==> src/rtl/acsp_pkg.sv <==
// acsp_pkg: character codes, parser codes and the result record shared by
// the SET command line parser core and its line-state module.
// No dependencies.
`timescale 1ns / 1ps

package acsp_pkg;

	localparam int SETTING_COUNT = 7;

	localparam logic [7:0] CHAR_NUL   = 8'h00;
	localparam logic [7:0] CHAR_TAB   = 8'h09;
	localparam logic [7:0] CHAR_LF    = 8'h0A;
	localparam logic [7:0] CHAR_VT    = 8'h0B;
	localparam logic [7:0] CHAR_FF    = 8'h0C;
	localparam logic [7:0] CHAR_CR    = 8'h0D;
	localparam logic [7:0] CHAR_SPACE = 8'h20;
	localparam logic [7:0] CHAR_PLUS  = 8'h2B;
	localparam logic [7:0] CHAR_COMMA = 8'h2C;
	localparam logic [7:0] CHAR_MINUS = 8'h2D;
	localparam logic [7:0] CHAR_ZERO  = 8'h30;
	localparam logic [7:0] CHAR_NINE  = 8'h39;
	localparam logic [7:0] CHAR_UP_S  = 8'h53;
	localparam logic [7:0] CHAR_UP_E  = 8'h45;
	localparam logic [7:0] CHAR_UP_T  = 8'h54;

	// header match progress through "SET"
	localparam logic [2:0] HDR_NONE = 3'd0;
	localparam logic [2:0] HDR_S    = 3'd1;
	localparam logic [2:0] HDR_SE   = 3'd2;
	localparam logic [2:0] HDR_SET  = 3'd3;
	localparam logic [2:0] HDR_BAD  = 3'd4;

	// number scan phase
	localparam logic [1:0] PH_SPACE = 2'd0;
	localparam logic [1:0] PH_SIGN  = 2'd1;
	localparam logic [1:0] PH_DIGIT = 2'd2;
	localparam logic [1:0] PH_STOP  = 2'd3;

	// line status codes
	localparam logic [1:0] ST_ALL     = 2'd0;
	localparam logic [1:0] ST_PARTIAL = 2'd1;
	localparam logic [1:0] ST_NO_HDR  = 2'd2;
	localparam logic [1:0] ST_EMPTY   = 2'd3;

	// token count saturates one past the last setting
	localparam logic [3:0] TOKEN_SAT = 4'd8;

	typedef struct packed {
		logic [SETTING_COUNT-1:0][7:0] settings;
		logic [2:0]                    fields;
		logic [1:0]                    status;
	} result_t;

endpackage

==> src/rtl/acsp_line_state.sv <==
// acsp_line_state: per-line parse state and the seven settings, updated by
// one byte per step, plus the result record for a newline byte.
// Depends on acsp_pkg.
`timescale 1ns / 1ps

module acsp_line_state #(
	parameter int LINE_LIMIT = 64
) (
	input  logic              clk,
	input  logic              arst_n,
	input  logic              step,
	input  logic [7:0]        rx_char,
	output acsp_pkg::result_t res
);

	localparam int LEN_W = $clog2(LINE_LIMIT);
	localparam logic [LEN_W-1:0] LEN_MAX = LEN_W'(LINE_LIMIT - 1);

	logic [LEN_W-1:0] len_q, len_d;
	logic             ended_q, ended_d;
	logic [3:0]       tn_q, tn_d;
	logic             intok_q, intok_d;
	logic [2:0]       hm_q, hm_d;
	logic [1:0]       ph_q, ph_d;
	logic             neg_q, neg_d;
	logic [7:0]       acc_q, acc_d;
	logic [acsp_pkg::SETTING_COUNT-1:0][7:0] set_q, set_d;

	always_comb begin
		logic       is_lf;
		logic       kept;
		logic       close_req;
		logic       take_req;
		logic [7:0] val;
		logic [2:0] idx;
		logic [2:0] fields;
		logic [1:0] status;

		len_d   = len_q;
		ended_d = ended_q;
		tn_d    = tn_q;
		intok_d = intok_q;
		hm_d    = hm_q;
		ph_d    = ph_q;
		neg_d   = neg_q;
		acc_d   = acc_q;
		set_d   = set_q;

		is_lf = (rx_char == acsp_pkg::CHAR_LF);
		kept  = !is_lf && (rx_char != acsp_pkg::CHAR_CR) && (len_q < LEN_MAX);
		close_req = step && !ended_q && (is_lf || (kept &&
			(rx_char == acsp_pkg::CHAR_NUL || rx_char == acsp_pkg::CHAR_COMMA)));
		take_req = step && kept && !ended_q &&
			(rx_char != acsp_pkg::CHAR_NUL) && (rx_char != acsp_pkg::CHAR_COMMA);

		if (step && kept) begin
			len_d = len_q + LEN_W'(1);
			if (!ended_q && rx_char == acsp_pkg::CHAR_NUL)
				ended_d = 1'b1;
		end

		// finish the token in progress and store its value
		val = neg_q ? (8'd0 - acc_q) : acc_q;
		idx = 3'(tn_q - 4'd1);
		if (close_req && intok_q) begin
			intok_d = 1'b0;
			if (tn_q == 4'd0) begin
				tn_d = 4'd1;
			end else if (tn_q < acsp_pkg::TOKEN_SAT) begin
				tn_d = tn_q + 4'd1;
				if (hm_q == acsp_pkg::HDR_SET)
					set_d[idx] = val;
			end
		end

		if (take_req) begin
			if (!intok_q) begin
				intok_d = 1'b1;
				ph_d    = acsp_pkg::PH_SPACE;
				neg_d   = 1'b0;
				acc_d   = 8'd0;
			end
			if (tn_q == 4'd0) begin
				if (hm_q == acsp_pkg::HDR_NONE && rx_char == acsp_pkg::CHAR_UP_S)
					hm_d = acsp_pkg::HDR_S;
				else if (hm_q == acsp_pkg::HDR_S && rx_char == acsp_pkg::CHAR_UP_E)
					hm_d = acsp_pkg::HDR_SE;
				else if (hm_q == acsp_pkg::HDR_SE && rx_char == acsp_pkg::CHAR_UP_T)
					hm_d = acsp_pkg::HDR_SET;
				else
					hm_d = acsp_pkg::HDR_BAD;
			end else if (ph_d == acsp_pkg::PH_STOP) begin
				ph_d = acsp_pkg::PH_STOP;
			end else if (ph_d == acsp_pkg::PH_SPACE &&
					(rx_char == acsp_pkg::CHAR_SPACE || rx_char == acsp_pkg::CHAR_TAB ||
					rx_char == acsp_pkg::CHAR_VT || rx_char == acsp_pkg::CHAR_FF)) begin
				ph_d = acsp_pkg::PH_SPACE;
			end else if (ph_d == acsp_pkg::PH_SPACE &&
					(rx_char == acsp_pkg::CHAR_PLUS || rx_char == acsp_pkg::CHAR_MINUS)) begin
				neg_d = (rx_char == acsp_pkg::CHAR_MINUS);
				ph_d  = acsp_pkg::PH_SIGN;
			end else if (rx_char >= acsp_pkg::CHAR_ZERO && rx_char <= acsp_pkg::CHAR_NINE) begin
				// acc * 10 + digit, modulo 256
				acc_d = {acc_d[4:0], 3'b000} + {acc_d[6:0], 1'b0} +
					(rx_char - acsp_pkg::CHAR_ZERO);
				ph_d  = acsp_pkg::PH_DIGIT;
			end else begin
				ph_d = acsp_pkg::PH_STOP;
			end
		end

		// status from the state after the closing token
		fields = 3'd0;
		if (len_q == '0) begin
			status = acsp_pkg::ST_EMPTY;
		end else if (tn_d == 4'd0 || hm_q != acsp_pkg::HDR_SET) begin
			status = acsp_pkg::ST_NO_HDR;
		end else begin
			fields = (tn_d >= acsp_pkg::TOKEN_SAT) ? 3'd7 : 3'(tn_d - 4'd1);
			status = (fields == 3'd7) ? acsp_pkg::ST_ALL : acsp_pkg::ST_PARTIAL;
		end
		res.settings = set_d;
		res.fields   = fields;
		res.status   = status;

		// newline starts a fresh line
		if (step && is_lf) begin
			len_d   = '0;
			ended_d = 1'b0;
			tn_d    = 4'd0;
			intok_d = 1'b0;
			hm_d    = acsp_pkg::HDR_NONE;
			ph_d    = acsp_pkg::PH_SPACE;
			neg_d   = 1'b0;
			acc_d   = 8'd0;
		end
	end

	always_ff @(posedge clk or negedge arst_n) begin
		if (!arst_n) begin
			len_q   <= '0;
			ended_q <= 1'b0;
			tn_q    <= 4'd0;
			intok_q <= 1'b0;
			hm_q    <= acsp_pkg::HDR_NONE;
			ph_q    <= acsp_pkg::PH_SPACE;
			neg_q   <= 1'b0;
			acc_q   <= 8'd0;
			set_q   <= '0;
		end else begin
			len_q   <= len_d;
			ended_q <= ended_d;
			tn_q    <= tn_d;
			intok_q <= intok_d;
			hm_q    <= hm_d;
			ph_q    <= ph_d;
			neg_q   <= neg_d;
			acc_q   <= acc_d;
			set_q   <= set_d;
		end
	end

endmodule

==> src/rtl/ascii_set_command_line_parser_core.sv <==
// A newline byte's result is loaded into the result register when the byte leaves the input register.
// Throughput: one byte per cycle; the input register holds a newline only
// while the result register still holds an earlier, untaken result.
// Other bytes never stall and produce no result transaction.
// Reset (arst_n low, asynchronous): pipeline empty, line state and all
// seven settings cleared to zero.
`timescale 1ns / 1ps

module ascii_set_command_line_parser_core #(
	parameter int LINE_LIMIT = 64
) (
	input  logic       clk,
	input  logic       arst_n,
	// byte channel
	input  logic       rx_valid,
	output logic       rx_ready,
	input  logic [7:0] rx_byte,
	// result channel
	output logic       result_valid,
	input  logic       result_ready,
	output logic [7:0] program_sel,
	output logic [7:0] brightness_level,
	output logic [7:0] speed_level,
	output logic [7:0] red_level,
	output logic [7:0] green_level,
	output logic [7:0] blue_level,
	output logic [7:0] extra_value,
	output logic [2:0] fields_updated,
	output logic [1:0] line_status
);

	logic              valid_s1;
	logic [7:0]        byte_s1;
	logic              nl_s1;
	logic              advance;
	acsp_pkg::result_t res_next;
	acsp_pkg::result_t res_q;
	logic              res_valid_q;

	// A byte in the input register moves on unless it is a newline whose
	// result has nowhere to go.
	assign nl_s1    = (byte_s1 == acsp_pkg::CHAR_LF);
	assign advance  = valid_s1 && (!nl_s1 || !res_valid_q || result_ready);
	assign rx_ready = !valid_s1 || advance;

	// input register: hold while stalled, refill on every free slot
	always_ff @(posedge clk or negedge arst_n) begin
		if (!arst_n) begin
			valid_s1 <= 1'b0;
		end else if (rx_ready) begin
			valid_s1 <= rx_valid;
		end
	end

	always_ff @(posedge clk) begin
		if (rx_valid && rx_ready)
			byte_s1 <= rx_byte;
	end

	// line parser: state advances once per byte leaving the input register
	acsp_line_state #(
		.LINE_LIMIT(LINE_LIMIT)
	) u_line (
		.clk     (clk),
		.arst_n  (arst_n),
		.step    (advance),
		.rx_char (byte_s1),
		.res     (res_next)
	);

	// result register: load on a newline, drop once taken
	always_ff @(posedge clk or negedge arst_n) begin
		if (!arst_n) begin
			res_valid_q <= 1'b0;
		end else if (advance && nl_s1) begin
			res_valid_q <= 1'b1;
		end else if (result_ready) begin
			res_valid_q <= 1'b0;
		end
	end

	always_ff @(posedge clk) begin
		if (advance && nl_s1)
			res_q <= res_next;
	end

	assign result_valid     = res_valid_q;
	assign program_sel      = res_q.settings[0];
	assign brightness_level = res_q.settings[1];
	assign speed_level      = res_q.settings[2];
	assign red_level        = res_q.settings[3];
	assign green_level      = res_q.settings[4];
	assign blue_level       = res_q.settings[5];
	assign extra_value      = res_q.settings[6];
	assign fields_updated   = res_q.fields;
	assign line_status      = res_q.status;

endmodule

==> config.mk <==
export PLATFORM = sky130hd
export DESIGN_NAME = ascii_set_command_line_parser_core
export DESIGN_NICKNAME = d
export VERILOG_FILES = /design/src/rtl/acsp_pkg.sv /design/src/rtl/acsp_line_state.sv /design/src/rtl/ascii_set_command_line_parser_core.sv
export SDC_FILE = /design/constraint.sdc
export NUM_CORES = 1
export LEC_CHECK = 0
export ABC_AREA = 1
export CAP_MARGIN = 40
export CORE_MARGIN = 2
export CORE_UTILIZATION = 35
export DETAILED_ROUTE_END_ITERATION = 8
export DONT_BUFFER_PORTS = 1
export HOLD_SLACK_MARGIN = 0.1
export PLACE_DENSITY = 0.57
export SLEW_MARGIN = 15
export SYNTH_ARGS = -nofsm -noshare
export SYNTH_HDL_FRONTEND = slang
export SYNTH_SLANG_ARGS = --single-unit
==> constraint.sdc <==
create_clock -name clk -period 7.8 [get_ports clk]
set_input_delay 0.78 -clock clk [delete_from_list [all_inputs] [get_ports clk]]
set_output_delay 0.78 -clock clk [all_outputs]
set_load 0.05 [all_outputs]
==> impl_metrics.yaml <==
logic_synthesis:
  synth.area.top_cells: "dfrtp_1 (31%), edfxtp_1 (30%), inv_1 (6.8%), nand2_1 (4.5%), nor2_1 (4.5%)"
  synth_fp_nets: 697
  synth_edf_count: 69
  ys_ff_latch: 153
  syn_avg_cell_area_sq_um: 10.3
  synth_largest_area_cell: "dfrtp_1"
  ys.flop_type: "dfrtp_1"
  async_reset_ff_share_pct: 54.9
  seq_area_frac_synth_pct: 61.1
  syn_area_sq_um: 6830
  ys_warn_count: 0
  synth_top_area_share_pct: 30.8
  ys_types: 43
  syn_inst: 664
global_routing:
  antenna_found_initial: 0
  grt_max_degree: 85
  overflow: 0
  use_met1_pct: 19.0
  grt_pass1_wl_um: 22500
  grt.total_usage_pct: 14.3
  grt_use_met2_pct: 22.5
  top_usage_layer: "met2"
  use_met3_pct: 3.93
  grt_pass1_vias: 4277
cts:
  clock_sinks: 153
  clock_latency_ps: 430
  h-tree-depth: 4
  cts_buffers: 17
  cts_tree: "built"
  clockBufferDepth: 2
  postCtsSetupRepairBufs: 0
  clk_pin_slew_ps: 70
  cts_root_buf: "clkbuf_16"
timing:
  period_share_pct: 41.3
  whs_ps: 221
  clock_skew_ps: 13.7
  slew_violations: 0
  setup_viol: 0
  worst_slew_pin_slew_ps: 892
  max_freq_mhz: 310
  grt_setup_unrepaired: "no"
  slew_headroom_pct: 40.3
  period_needed_ps: 3220
  hold_viol_final: 0
  tns_ps: 0
layout:
  design_area_sq_um: 7780
  area_growth_syn_to_layout_pct: 13.9
  final_nets: 712
  drive_above_1_share_pct: 11.3
  antenna_cells: 0
detailed_routing:
  wl_um: 13900
  wire_per_inst_um: 14.5
  vias: 4438
  drtIter0Drc: 325
  route.detailed.drc: 0
  vias_per_cell: 4.64
  drt_first_pass_iters: 5
  ant_nets: 0
critical_path:
  critPathMaxStageDelay_ps: 650
  arrival_ps: 3550
  end_kind: "flop"
  required_ps: 8130
  reg2reg_depth: 13
  crit_slowest_cell: "dfrtp_1"
  crit_chain: "nand2_1 -> xor2_1 -> inv_1 -> ha_1 -> o21bai_1 -> fa_1 -> fa_1 -> nand3_1 -> nand2_1 -> xnor2_1 -> xnor2_1 -> nor2_1 -> o31ai_1"
  path_max_fanout: 16
  critPathKind: "reg2reg"
  crit_path_start_kind: "flop"
floorplan:
  core_sq_um: 19300
  start_util_pct: 35.4
  die_w_um: 144
  fp.dieH_um: 144
  fp.dieArea_sq_um: 20600
  placementRows: 51
  io_pins: 75
placed_design:
  place_congestion: 0.854
  portBuffers: 0
  placed_area_sq_um: 7120
  dpl.hpwl_um: 9770
power:
  p_leak_nw: 3.70
  vdd.ir_drop.worst_v: 0.000174
  p_total_mw: 2.41
  power_density_nw_per_um2: 309
run_status:
  status: "completed"
worst_hold_path:
  hold_path_class: "in2async"
flow_run:
  max_cap_viol_count: 0
[critical path, delay by kind of cell (launching register included)]
family / cells / cell delay (ps)
buf+inv: 1 / 60
simple gates: 4 / 410
xor+xnor: 3 / 490
flops: 1 / 650
fa+ha+maj: 3 / 1160
compound gates: 2 / 350
[repair_timing]
action / CTS / global route
hold endpoints to repair: 84 / 0
hold buffers: 1 / 0
resized for setup: 0 / 0
[logic make-up (layout without fill, tap and decap cells)]
logic type	Yosys count	after routing	share of synthesized area [%]
buffers and inverters	138	166	8.04
XOR/XNOR	14	14	1.80
AND/OR/NAND/NOR	223	223	14.7
adder cells (fa/ha/maj)	21	21	4.29
flip-flops	153	153	61.1
AO/OA/AOI/OAI	115	115	10.0
[final timing paths]
| path | start | end | slack [ps] |
|---|---|---|---|
| max in group asynchronous | arst_n | u_line.ph_q[0] | 7190 |
| hold reg to reg | u_line.set_q[16] | u_line.set_q[16] | 490 |
| hold / removal | arst_n | u_line.set_q[39] | 220 |
| setup reg to reg | u_line.intok_q | u_line.acc_q[7] | 4580 |
| setup / recovery | u_line.intok_q | u_line.acc_q[7] | 4580 |
| min in group clk | rx_byte[5] | byte_s1[5] | 450 |
[cell usage after synthesis, types with 4 or more instances]
library cell    n
nand2_1        82
edfxtp_1       69
nand3_1        22
nand4_1         5
o21ai_0        35
buf_2           4
nand2_4         4
nor2_1         82
o21a_1          6
xnor2_1         4
ha_1           17
a21oi_2        16
dfrtp_1        84
o22ai_1         4
nor3_1         13
a21oi_1        43
fa_1            4
xor2_1         10
nand2_2         5
inv_1         123
[layer usage]
| metal | vias up | part of all wire, % |
|---|---|---|
| li1 | 2180 | - |
| met1 | 2105 | 46 |
| met2 | 133 | 48 |
| met3 | 20 | 4.8 |
| met4 | 0 | 1.4 |
| met5 | - | 0 |
[where the power goes]
part	total, mW	switching, mW	internal [mW]
logic	0.634	0.408	0.226
clock network	0.812	0.380	0.432
registers	0.960	0.0697	0.891
total	2.41	0.857	1.55
[state kept, by name, summed over array words and instances (netlist names)]
signal / count
u_line.ended_q: 1
u_line.neg_q: 1
brightness_level: 8
program_sel: 8
u_line.hm_q: 3
u_line.len_q: 6
extra_value: 8
line_status: 2
valid_s1: 1
result_valid: 1
fields_updated: 3
red_level: 8
u_line.ph_q: 2
green_level: 8
byte_s1: 8
u_line.acc_q: 8
speed_level: 8
u_line.intok_q: 1
u_line.set_q: 56
u_line.tn_q: 4
blue_level: 8
[final cells by class]
| cell class | count | area, sq um |
|---|---|---|
| fill | 1903 | 11500 |
| clock buffer | 17 | 425 |
| inverter | 127 | 477 |
| multi-input combinational | 373 | 2100 |
| sequential | 153 | 4170 |
| tap | 265 | 332 |
| timing repair buffer | 7 | 92.6 |
| clock inverter | 15 | 173 |
[per-stage QoR]
stage	instances	util, %	worst slack (ps)
detailed placement	922	36.9	4630
floorplan	664	-	4590
global route	957	40.4	4360
CTS	955	40.2	4610
finish	957	40.4	4580
global placement	919	36.8	4700
[layout by cell type (no fill, tap or decap), drive strengths merged, types with 2 or more instances in the layout]
cell type and count:
dfrtp 84, or2 2, xor2 10, xnor2 4, nand3 23, edfxtp 69, a21oi 59, nor2 84
fa 4, o21a 6, inv 136, buf 7, clkinv 5, o211ai 3, nand4 6, o21ai 37
ha 17, nand2 91, o22ai 4, nor3 15, clkbuf 17
(Power assumes the default switching activity.)
